File: config.mk
export PLATFORM = sky130hd
export DESIGN_NAME = lcg48_bounded_random
export DESIGN_NICKNAME = d
export VERILOG_FILES = /design/src/design/lcg48br_pkg.sv /design/src/design/lcg48br_ctrl.sv /design/src/design/lcg48br_dp.sv /design/src/design/lcg48_bounded_random.sv
export SDC_FILE = /design/constraint.sdc
export NUM_CORES = 2
export LEC_CHECK = 0
export ABC_AREA = 1
export BUFFER_PORTS_ARGS = -buffer_cell sky130_fd_sc_hd__buf_2
export CAP_MARGIN = 20
export CORE_MARGIN = 1.5
export CORE_UTILIZATION = 45
export DETAILED_ROUTE_END_ITERATION = 8
export PLACE_DENSITY = 0.58
export RECOVER_POWER = 25
export REMOVE_ABC_BUFFERS = 1
export SYNTH_ARGS = -nofsm -noshare
export SYNTH_HDL_FRONTEND = slang
export SYNTH_SLANG_ARGS = --single-unit
File: constraint.sdc
create_clock -name clk -period 15.5 [get_ports clk]
set_clock_uncertainty 0.05 [all_clocks]
set_input_delay 2.325 -clock clk [delete_from_list [all_inputs] [get_ports clk]]
set_output_delay 2.325 -clock clk [all_outputs]
set_load 0.02 [all_outputs]
File: src/design/lcg48br_pkg.sv
package lcg48br_pkg;

    localparam int SEED_W  = 48;
    localparam int DRAW_W  = 31;
    localparam int MULT_W  = 35;
    localparam int CNT_W   = 5;

    localparam logic [MULT_W-1:0] LCG_MULT = 35'h5_DEEC_E66D;
    localparam logic [SEED_W-1:0] LCG_INC  = 48'hB;

    // Request codes
    localparam logic [1:0] FUNC_RESEED  = 2'd0;
    localparam logic [1:0] FUNC_RAW     = 2'd1;
    localparam logic [1:0] FUNC_BOUNDED = 2'd2;

    typedef enum logic [3:0] {
        ST_IDLE,
        ST_ADV_LO,
        ST_ADV_HI,
        ST_RAW,
        ST_POW,
        ST_DIV_INIT,
        ST_DIV,
        ST_CHECK,
        ST_DONE
    } state_t;

    typedef struct packed {
        logic capture;
        logic adv_lo;
        logic adv_hi;
        logic raw_out;
        logic pow_out;
        logic div_init;
        logic div_step;
        logic rem_out;
    } cmd_t;

    typedef struct packed {
        logic [1:0] func;
        logic       pow2;
        logic       div_last;
        logic       reject;
    } status_t;

endpackage

File: src/design/lcg48br_ctrl.sv
module lcg48br_ctrl (
    input  logic                   clk,
    input  logic                   rst_n,
    input  logic                   start,
    input  logic [1:0]             func,
    input  lcg48br_pkg::status_t   status,
    output lcg48br_pkg::cmd_t      cmd,
    output logic                   busy,
    output logic                   done
);

    lcg48br_pkg::state_t state_reg;
    lcg48br_pkg::state_t state_next;

    always_ff @(posedge clk or negedge rst_n)
    begin
        if (!rst_n)
        begin
            state_reg <= lcg48br_pkg::ST_IDLE;
        end
        else
        begin
            state_reg <= state_next;
        end
    end

    // Next state
    always_comb
    begin
        state_next = state_reg;
        case (state_reg)
            lcg48br_pkg::ST_IDLE:
            begin
                if (start)
                begin
                    if (func == lcg48br_pkg::FUNC_RAW || func == lcg48br_pkg::FUNC_BOUNDED)
                    begin
                        state_next = lcg48br_pkg::ST_ADV_LO;
                    end
                    else
                    begin
                        state_next = lcg48br_pkg::ST_DONE;
                    end
                end
            end
            lcg48br_pkg::ST_ADV_LO:
            begin
                state_next = lcg48br_pkg::ST_ADV_HI;
            end
            lcg48br_pkg::ST_ADV_HI:
            begin
                if (status.func == lcg48br_pkg::FUNC_RAW)
                begin
                    state_next = lcg48br_pkg::ST_RAW;
                end
                else if (status.pow2)
                begin
                    state_next = lcg48br_pkg::ST_POW;
                end
                else
                begin
                    state_next = lcg48br_pkg::ST_DIV_INIT;
                end
            end
            lcg48br_pkg::ST_RAW:
            begin
                state_next = lcg48br_pkg::ST_DONE;
            end
            lcg48br_pkg::ST_POW:
            begin
                state_next = lcg48br_pkg::ST_DONE;
            end
            lcg48br_pkg::ST_DIV_INIT:
            begin
                state_next = lcg48br_pkg::ST_DIV;
            end
            lcg48br_pkg::ST_DIV:
            begin
                if (status.div_last)
                begin
                    state_next = lcg48br_pkg::ST_CHECK;
                end
            end
            lcg48br_pkg::ST_CHECK:
            begin
                // redraw on rejection
                if (status.reject)
                begin
                    state_next = lcg48br_pkg::ST_ADV_LO;
                end
                else
                begin
                    state_next = lcg48br_pkg::ST_DONE;
                end
            end
            lcg48br_pkg::ST_DONE:
            begin
                state_next = lcg48br_pkg::ST_IDLE;
            end
            default:
            begin
                state_next = lcg48br_pkg::ST_IDLE;
            end
        endcase
    end

    // Outputs
    always_comb
    begin
        cmd  = '0;
        busy = 1'b1;
        done = 1'b0;
        case (state_reg)
            lcg48br_pkg::ST_IDLE:
            begin
                busy        = 1'b0;
                cmd.capture = start;
            end
            lcg48br_pkg::ST_ADV_LO:   cmd.adv_lo   = 1'b1;
            lcg48br_pkg::ST_ADV_HI:   cmd.adv_hi   = 1'b1;
            lcg48br_pkg::ST_RAW:      cmd.raw_out  = 1'b1;
            lcg48br_pkg::ST_POW:      cmd.pow_out  = 1'b1;
            lcg48br_pkg::ST_DIV_INIT: cmd.div_init = 1'b1;
            lcg48br_pkg::ST_DIV:      cmd.div_step = 1'b1;
            lcg48br_pkg::ST_CHECK:    cmd.rem_out  = 1'b1;
            lcg48br_pkg::ST_DONE:     done         = 1'b1;
            default:
            begin
                busy = 1'b1;
            end
        endcase
    end

endmodule

File: src/design/lcg48br_dp.sv
module lcg48br_dp (
    input  logic                                clk,
    input  logic                                rst_n,
    input  lcg48br_pkg::cmd_t                   cmd,
    input  logic [1:0]                          func,
    input  logic [63:0]                         seed_value,
    input  logic [4:0]                          bit_count,
    input  logic [lcg48br_pkg::DRAW_W-1:0]      bound,
    output lcg48br_pkg::status_t                status,
    output logic [lcg48br_pkg::DRAW_W-1:0]      value,
    output logic [lcg48br_pkg::SEED_W-1:0]      seed_after
);

    localparam int SW = lcg48br_pkg::SEED_W;
    localparam int DW = lcg48br_pkg::DRAW_W;
    localparam int MW = lcg48br_pkg::MULT_W;
    localparam int HW = SW / 2;

    logic [SW-1:0]                   seed_reg;
    logic [SW-1:0]                   acc_reg;
    logic [1:0]                      func_reg;
    logic [4:0]                      bit_count_reg;
    logic [DW-1:0]                   bound_reg;
    logic [DW-1:0]                   bits_reg;
    logic [DW-1:0]                   dvd_reg;
    logic [DW-1:0]                   rem_reg;
    logic [DW-1:0]                   value_reg;
    logic [lcg48br_pkg::CNT_W-1:0]   cnt_reg;

    logic [HW+MW-1:0]  prod_lo;
    logic [SW-1:0]     prod_hi;
    logic [SW-1:0]     seed_adv;
    logic [5:0]        raw_shift;
    logic [SW-1:0]     raw_bits;
    logic [2*DW-1:0]   pow_prod;
    logic [DW:0]       partial;
    logic [DW+1:0]     diff;
    logic [DW-1:0]     rem_step;
    logic [DW:0]       accept_sum;

    // Low half of the seed times the full multiplier; only 48 bits survive
    assign prod_lo = {{MW{1'b0}}, seed_reg[HW-1:0]} * {{HW{1'b0}}, lcg48br_pkg::LCG_MULT};
    // High half only reaches bits 24..47 through the low 24 multiplier bits
    assign prod_hi = {{HW{1'b0}}, seed_reg[SW-1:HW]}
                   * {{HW{1'b0}}, lcg48br_pkg::LCG_MULT[HW-1:0]};
    assign seed_adv = acc_reg + {prod_hi[HW-1:0], {HW{1'b0}}} + lcg48br_pkg::LCG_INC;

    assign raw_shift = 6'(SW) - {1'b0, bit_count_reg};
    assign raw_bits  = seed_reg >> raw_shift;

    assign pow_prod = {{DW{1'b0}}, bound_reg} * {{DW{1'b0}}, bits_reg};

    // One restoring division step: remainder only
    assign partial  = {rem_reg, dvd_reg[DW-1]};
    assign diff     = {1'b0, partial} - {2'b00, bound_reg};
    assign rem_step = diff[DW+1] ? partial[DW-1:0] : diff[DW-1:0];

    // 32-bit wrapped bits - val + (bound - 1); sign bit means redraw
    assign accept_sum = {1'b0, bits_reg} - {1'b0, rem_reg} + {1'b0, bound_reg} - 32'd1;

    always_ff @(posedge clk or negedge rst_n)
    begin
        if (!rst_n)
        begin
            seed_reg <= '0;
            cnt_reg  <= '0;
        end
        else
        begin
            if (cmd.capture && func == lcg48br_pkg::FUNC_RESEED)
            begin
                seed_reg <= seed_value[SW-1:0] ^ {{(SW-MW){1'b0}}, lcg48br_pkg::LCG_MULT};
            end
            else if (cmd.adv_hi)
            begin
                seed_reg <= seed_adv;
            end
            if (cmd.div_init)
            begin
                cnt_reg <= lcg48br_pkg::CNT_W'(DW - 1);
            end
            else if (cmd.div_step)
            begin
                cnt_reg <= cnt_reg - lcg48br_pkg::CNT_W'(1);
            end
        end
    end

    always_ff @(posedge clk)
    begin
        if (cmd.capture)
        begin
            func_reg      <= func;
            bit_count_reg <= bit_count;
            bound_reg     <= bound;
            value_reg     <= '0;
        end
        if (cmd.adv_lo)
        begin
            acc_reg <= prod_lo[SW-1:0];
        end
        if (cmd.adv_hi)
        begin
            bits_reg <= seed_adv[SW-1:SW-DW];
        end
        if (cmd.raw_out)
        begin
            value_reg <= raw_bits[DW-1:0];
        end
        if (cmd.pow_out)
        begin
            value_reg <= pow_prod[2*DW-1:DW];
        end
        if (cmd.div_init)
        begin
            dvd_reg <= bits_reg;
            rem_reg <= '0;
        end
        else if (cmd.div_step)
        begin
            dvd_reg <= {dvd_reg[DW-2:0], 1'b0};
            rem_reg <= rem_step;
        end
        if (cmd.rem_out)
        begin
            value_reg <= rem_reg;
        end
    end

    assign status.func     = func_reg;
    assign status.pow2     = ((bound_reg & (bound_reg - DW'(1))) == '0);
    assign status.div_last = (cnt_reg == '0);
    assign status.reject   = accept_sum[DW];

    assign value      = value_reg;
    assign seed_after = seed_reg;

endmodule

File: src/design/lcg48_bounded_random.sv
// 48-bit LCG (multiplier 0x5DEECE66D, increment 0xB) with reseed, raw draw
// and bounded draw requests. Raise start while busy is low to hand over one
// item; done pulses for exactly one cycle with value and seed_after, and the
// receiver cannot stall, so capture them on that edge. Reseed and the unused
// code 3 go straight to done; a raw draw and a power-of-two bounded draw
// advance the seed and then extract; any other bounded draw runs the
// 31-step restoring remainder unit, and each rejected draw repeats the seed
// advance and the division. The seed advance forms its 24-bit partial
// products in the ADV_LO and ADV_HI states.
module lcg48_bounded_random (
    input  logic                               clk,
    input  logic                               rst_n,
    input  logic                               start,
    output logic                               busy,
    input  logic [1:0]                         func,
    input  logic [63:0]                        seed_value,
    input  logic [4:0]                         bit_count,
    input  logic [lcg48br_pkg::DRAW_W-1:0]     bound,
    output logic                               done,
    output logic [lcg48br_pkg::DRAW_W-1:0]     value,
    output logic [lcg48br_pkg::SEED_W-1:0]     seed_after
);

    lcg48br_pkg::cmd_t    cmd;
    lcg48br_pkg::status_t status;

    // Sequence the request: advance, extract, divide, check, deliver
    lcg48br_ctrl u_ctrl (
        .clk    (clk),
        .rst_n  (rst_n),
        .start  (start),
        .func   (func),
        .status (status),
        .cmd    (cmd),
        .busy   (busy),
        .done   (done)
    );

    // Hold the seed, the captured item and the remainder unit
    lcg48br_dp u_dp (
        .clk        (clk),
        .rst_n      (rst_n),
        .cmd        (cmd),
        .func       (func),
        .seed_value (seed_value),
        .bit_count  (bit_count),
        .bound      (bound),
        .status     (status),
        .value      (value),
        .seed_after (seed_after)
    );

endmodule

Yosys cells after proc, flatten, opt, wreduce, memory -nomap -nowiden. Cells that the tools add are included.

Word-level logic and storage cells: 78. Output and inout bits: 81. Register bits after elaboration: 267. Input bits: 105.

Multipliers: 3. Eq/ne operators: 13. Reductions and logical operators: 11. Add/sub/neg operators: 9. Multiplexer cells: 28. Shift operators: 1. Bitwise operators: 2.

Operator list (number): 31-bit 2-to-1 mux (7); 48-bit 2-to-1 mux (2); 31-bit by 31-bit multiplier with 62-bit output (1); 48-bit by 4-bit adder with 48-bit output, second input constant (1); 48-bit adder (1); 24-bit by 35-bit multiplier with 48-bit output, second input constant (1); 48-bit by 6-bit right shift with 31-bit output (1); 32-bit by 31-bit subtractor with 33-bit output (1); 32-bit by 31-bit adder with 32-bit output (1); 31-bit by 31-bit subtractor with 32-bit output (1); 32-bit by 1-bit subtractor with 32-bit output, second input constant (1); 31-bit AND (1); 31-bit zero test (1); 31-bit by 1-bit subtractor with 31-bit output, second input constant (1); 4-bit case mux with 7 select lines (1); 24-bit by 22-bit multiplier with 24-bit output, second input constant (1); 23-bit inverter (1); 4-bit 2-to-1 mux (5); 4-bit by 3-bit equality test with 1-bit output, second input constant (4); 1-bit 2-to-1 mux (11); 5-bit 2-to-1 mux (2); 4-bit by 2-bit equality test with 1-bit output, second input constant (2); 6-bit by 5-bit subtractor with 6-bit output, first input constant (1); 5-bit zero test (1); other kinds (14) (17).

Longest topological paths before layout.
Depth after elaboration: 6. Mapped depth: 37.

Cells and area by module. From an unflattened synthesis, not the netlist that was laid out.

Cells, all modules: 8820. Area, all modules: 70397.5 um^2.

By module, submodules not included: lcg48br_dp (instances 1, cells an instance 8755, area each 70035.9 um^2); lcg48br_ctrl (instances 1, cells an instance 65, area each 361.6 um^2).

Least setup slack after synthesis. OpenSTA, ideal clock, no wires.

Path type: flip-flop to flip-flop. Start point: register u_dp.seed_reg[37], in the netlist u_dp.seed_after[37]. End point: register u_dp.bits_reg[30] (data pin). Setup slack: 8672 ps. Setup time: 249 ps. Cell stages (with the launch flop): 36. Data arrival time: 6529 ps. Required time: 15201 ps. Buffers on the path: 0. Cell sequence: dfrtp_1 -> ha_1 -> fa_1 -> inv_1 -> fa_1 -> fa_1 -> inv_1 -> fa_1 -> fa_1 -> fa_1 -> ha_1 -> a21oi_1 -> o21ai_0 -> a21oi_1 -> nand2_1 -> a21oi_1 -> nor2_1 -> nor2_1 -> xor2_1 -> inv_1 -> ha_1 -> nand2_1 -> nor3_1 -> nand2_1 -> nor2_1 -> nand2_1 -> nor2_1 -> nor2_1 -> nand2_1 -> nand2_1 -> inv_1 -> nand2_1 -> nand2_1 -> nand2_1 -> nand2_1 -> inv_1.

Cells in the longest elaborated chain, start to end: 3.

Ends and longest elaborated chain: from (decl) (RTL line lcg48br_dp.sv:19) `logic [SW-1:0] seed_reg;`; from (signal assigned) (RTL line lcg48br_dp.sv:72) `seed_reg <= seed_value[SW-1:0] ^ {{(SW-MW){1'b0}}, lcg48br_pkg::LCG_MULT};`; from (signal assigned) (RTL line lcg48br_dp.sv:76) `seed_reg <= seed_adv;`; 24-bit by 22-bit multiplier with 24-bit output (RTL line lcg48br_dp.sv:45) `* {{HW{1'b0}}, lcg48br_pkg::LCG_MULT[HW-1:0]};`; 48-bit adder (RTL line lcg48br_dp.sv:46) `assign seed_adv = acc_reg + {prod_hi[HW-1:0], {HW{1'b0}}} + lcg48br_pkg::LCG_INC;`; 48-bit by 4-bit adder with 48-bit output (RTL line lcg48br_dp.sv:46); net u_dp.seed_adv[47] (RTL line lcg48br_dp.sv:32) `logic [SW-1:0] seed_adv;`; to (signal assigned) (RTL line lcg48br_dp.sv:104) `bits_reg <= seed_adv[SW-1:SW-DW];`; to (decl) (RTL line lcg48br_dp.sv:24) `logic [DW-1:0] bits_reg;`.

The timed path passes the listed nets, and every way through them passes these cells. A chain may end at the register's enable or synchronous reset.

Worst setup path in the final report.
Start point: register u_dp.bits_reg[24]. End point: register u_dp.value_reg[23], in the netlist u_dp.value[23] (data pin).

Cells in the longest elaborated chain, start to end: 3.

Ends and longest elaborated chain: 31-bit by 31-bit multiplier with 62-bit output (RTL line lcg48br_dp.sv:51) `assign pow_prod = {{DW{1'b0}}, bound_reg} * {{DW{1'b0}}, bits_reg};`; 31-bit 2-to-1 mux (RTL line lcg48br_dp.sv:110) `if (cmd.pow_out)`; 31-bit 2-to-1 mux (RTL line lcg48br_dp.sv:124) `if (cmd.rem_out)`; to (signal assigned) (RTL line lcg48br_dp.sv:108) `value_reg <= raw_bits[DW-1:0];`; to (signal assigned) (RTL line lcg48br_dp.sv:112) `value_reg <= pow_prod[2*DW-1:DW];`; to (signal assigned) (RTL line lcg48br_dp.sv:126) `value_reg <= rem_reg;`; to (decl) (RTL line lcg48br_dp.sv:27) `logic [DW-1:0] value_reg;`.

Every way passes these cells.

==> out/metrics.csv <==
metric,value,unit
area of the multi-input gates,52270,um2
DR iter-0 viols,4129,
Synth area leaders,"fa_1 38%, inv_1 13%, ha_1 12%",
sequential share of the synthesized area,10.59,%
WS Path Type,flop to flop,
Final Non-Filler Cells,10862,
Post-CTS Hold Buffers,0,
Routed Antenna Nets,0,
HPWL after DPL,201.1,mm
Setup TNS Final,0,ns
"slowest stage delay, CP",1.03,ns
dpl cells,10790,
worst-path maximum fanout,27,
root buffer cell,clkbuf_16,
slowest CP cell,edfxtp_1,
clock-pin slew on the worst setup and hold paths,0.07,ns
crit-path leading delay family,adder cells,
post_cts resized,0,
largest net degree at the start of global routing,67,
Yosys warnings,0,
slew margin rel.,-87.29,%
fin nets,10874,
Startpoint Class,flop,
Core ar.,154400,um2
WP data required,15.76,ns
Synth Area per Inst,7.979,um2
Via Count,56873,
global-route wire length before repair,369.6,mm
all-layer global routing usage,31.50,%
RSZ-0062 raised after global routing,false,
Die Y-Extent,397.6,um
Finished Core Util,48.05,%
CTS H-tree depth,2,
share of cells above drive strength 1,4.210,%
largest area contributor in the netlist,fa_1,
status,"finished, violations left",
number of flops mapped to enable cells by yosys,179,
"flops & latches, synth",267,
Avg WL per Cell,22.43,um
dpl ws,7.234,ns
clk_lat worst skew,0.61,ns
DRT Pass-1 Iters,6,
Area Growth Syn to Fin,5.902,%
antenna violations before repair,8,
DRC Markers,0,
failing checks,"max-capacitance violations, max-slew violations",
post-layout worst setup margin,7.018,ns
"Top cell by count, worst path",fa_1,
CTS Buf Count,37,
num ports,186,
Mapped Area,70060,um2
Setup-failing EPs final,0,
Vias/cell,5.236,
CP Buf/Inv Count,4,
Final Cycle Share,54.72,%
count of cell types in the netlist,63,
vias in the first global route,60027,
Port Buf Inserts,169,
crit path DAT,8.74,ns
FILL cells,15521,
Worst-Margin Slew,2.809,ns
clock sinks,267,
Tmin final,8.482,ns
global route total overflow,0,
CTS tree,built,
post-CTS setup buffers,0,
die area,158100,um2
"count leader, synth",inv_1,
Die W,397.6,um
CTS Buffer Depth,3,
Commonest cells post-synth,"2425 x inv_1, 1980 x nand2_1, 1332 x fa_1",
CP Cell Sequence,buf_4 -> nand2_1 -> fa_1 -> inv_1 -> fa_1 -> inv_1 -> fa_1 -> inv_1 -> fa_1 -> fa_1 -> fa_1 -> fa_1 -> fa_1 -> ha_1 -> a21oi_1 -> o21ai_0 -> a21oi_1 -> nor2_1 -> nor2_1 -> or2_2 -> nand3_1 -> o21ai_0 -> nand3_1,
Starting Density,45.38,%
Max-Cap Viols,3,
Worst Hold Class,flop to flop,
top-area cell type share of the netlist area,38.06,%
FP Rows,144,
crit path capture type,flop,
final hold viol count,0,
fin. max-slew vios,170,
total wire length,243.7,mm
Post-synth ARST share,21.35,%
Cells after Synth,8781,
top_reg_cell synth,edfxtp_1,
Final GP Congestion,1.021,
storage element area,7422,um2
Fmax,0.1179,GHz
## placed cells by master (no fill, tap or decap), drive strengths merged, types with 11 or more instances in the layout
master  netlist  final
dfxtp        31     31
nor3         57     57
a21boi       11     11
o21bai       28     28
a21o         25     25
edfxtp      179    179
clkbuf      242     57
o221ai       15     15
ha          652    652
buf          61    261
nand2      1988   1988
nand3b       20     20
a31oi        27     27
nand3       242    242
xor2         80     80
dfrtp        57     57
a21oi       256    256
nor4         14     14
o211ai       37     37
mux2i        24     24
fa         1332   1332
nand4        45     45
inv        2429   2434
xnor2        63     63
o21ai       374    374
nor2        396    396
or2          41     41
## area by class of cell
| type | instances | area share (%) |
|---|---|---|
| diodes | 5 | 0.01686 |
| inverters | 2430 | 12.29 |
| well taps | 2044 | 3.447 |
| clock inverters | 17 | 0.3069 |
| repair buffers | 268 | 2.116 |
| clock buffers | 50 | 1.369 |
| flip-flops and latches | 267 | 10.00 |
| multi-input cells | 5781 | 70.45 |
## per-stage QoR
stage	area (um2)	hold WS [ns]
after CTS	74220	0.4535
final	74200	0.4527
after global placement	72980	0.4388
after detailed placement	72980	0.4501
after floorplan	68800	0.4082
after global routing	74190	0.4690
## routing by layer
layer / global-route usage (%) / vias up / share of wire [%]
li1: - / 26019 / -
met1: 40.48 / 28613 / 41
met2: 53.56 / 1808 / 48
met3: 3.571 / 433 / 5.6
met4: 13.73 / 0 / 5.0
met5: 0 / - / 0
## worst paths after layout
path / from / to / slack [ns] / cells after the start
max: u_dp.bits_reg[24]$_DFFE_PP_ / u_dp.value[23]$_DFFE_PP_ / 7.02 / 23
min: u_dp.cnt_reg[4]$_DFFE_PN0P_ / u_dp.cnt_reg[4]$_DFFE_PN0P_ / 0.45 / 1
max reg2reg: u_dp.bits_reg[24]$_DFFE_PP_ / u_dp.value[23]$_DFFE_PP_ / 7.02 / 23
min reg2reg: u_dp.cnt_reg[4]$_DFFE_PN0P_ / u_dp.cnt_reg[4]$_DFFE_PN0P_ / 0.45 / 1
max in group asynchronous: rst_n / u_dp.seed_after[17]$_DFFE_PN0P_ / 12.20 / 2
min in group asynchronous: rst_n / u_ctrl.state_reg[1]$_DFFE_PN0P_ / 1.80 / 1
## cell families after synthesis
group,Yosys count,synth area share (%)
AO/OA/AOI/OAI,812,6.486
XOR/XNOR,143,1.788
adder cells (fa/ha/maj),1984,49.70
buffers and inverters,2733,14.82
flip-flops,267,10.59
multiplexers,24,0.3429
AND/OR/NAND/NOR,2818,16.27
Power is not shown: default switching activity piles up to over one toggle a cycle in this logic, so the estimate is an artifact.
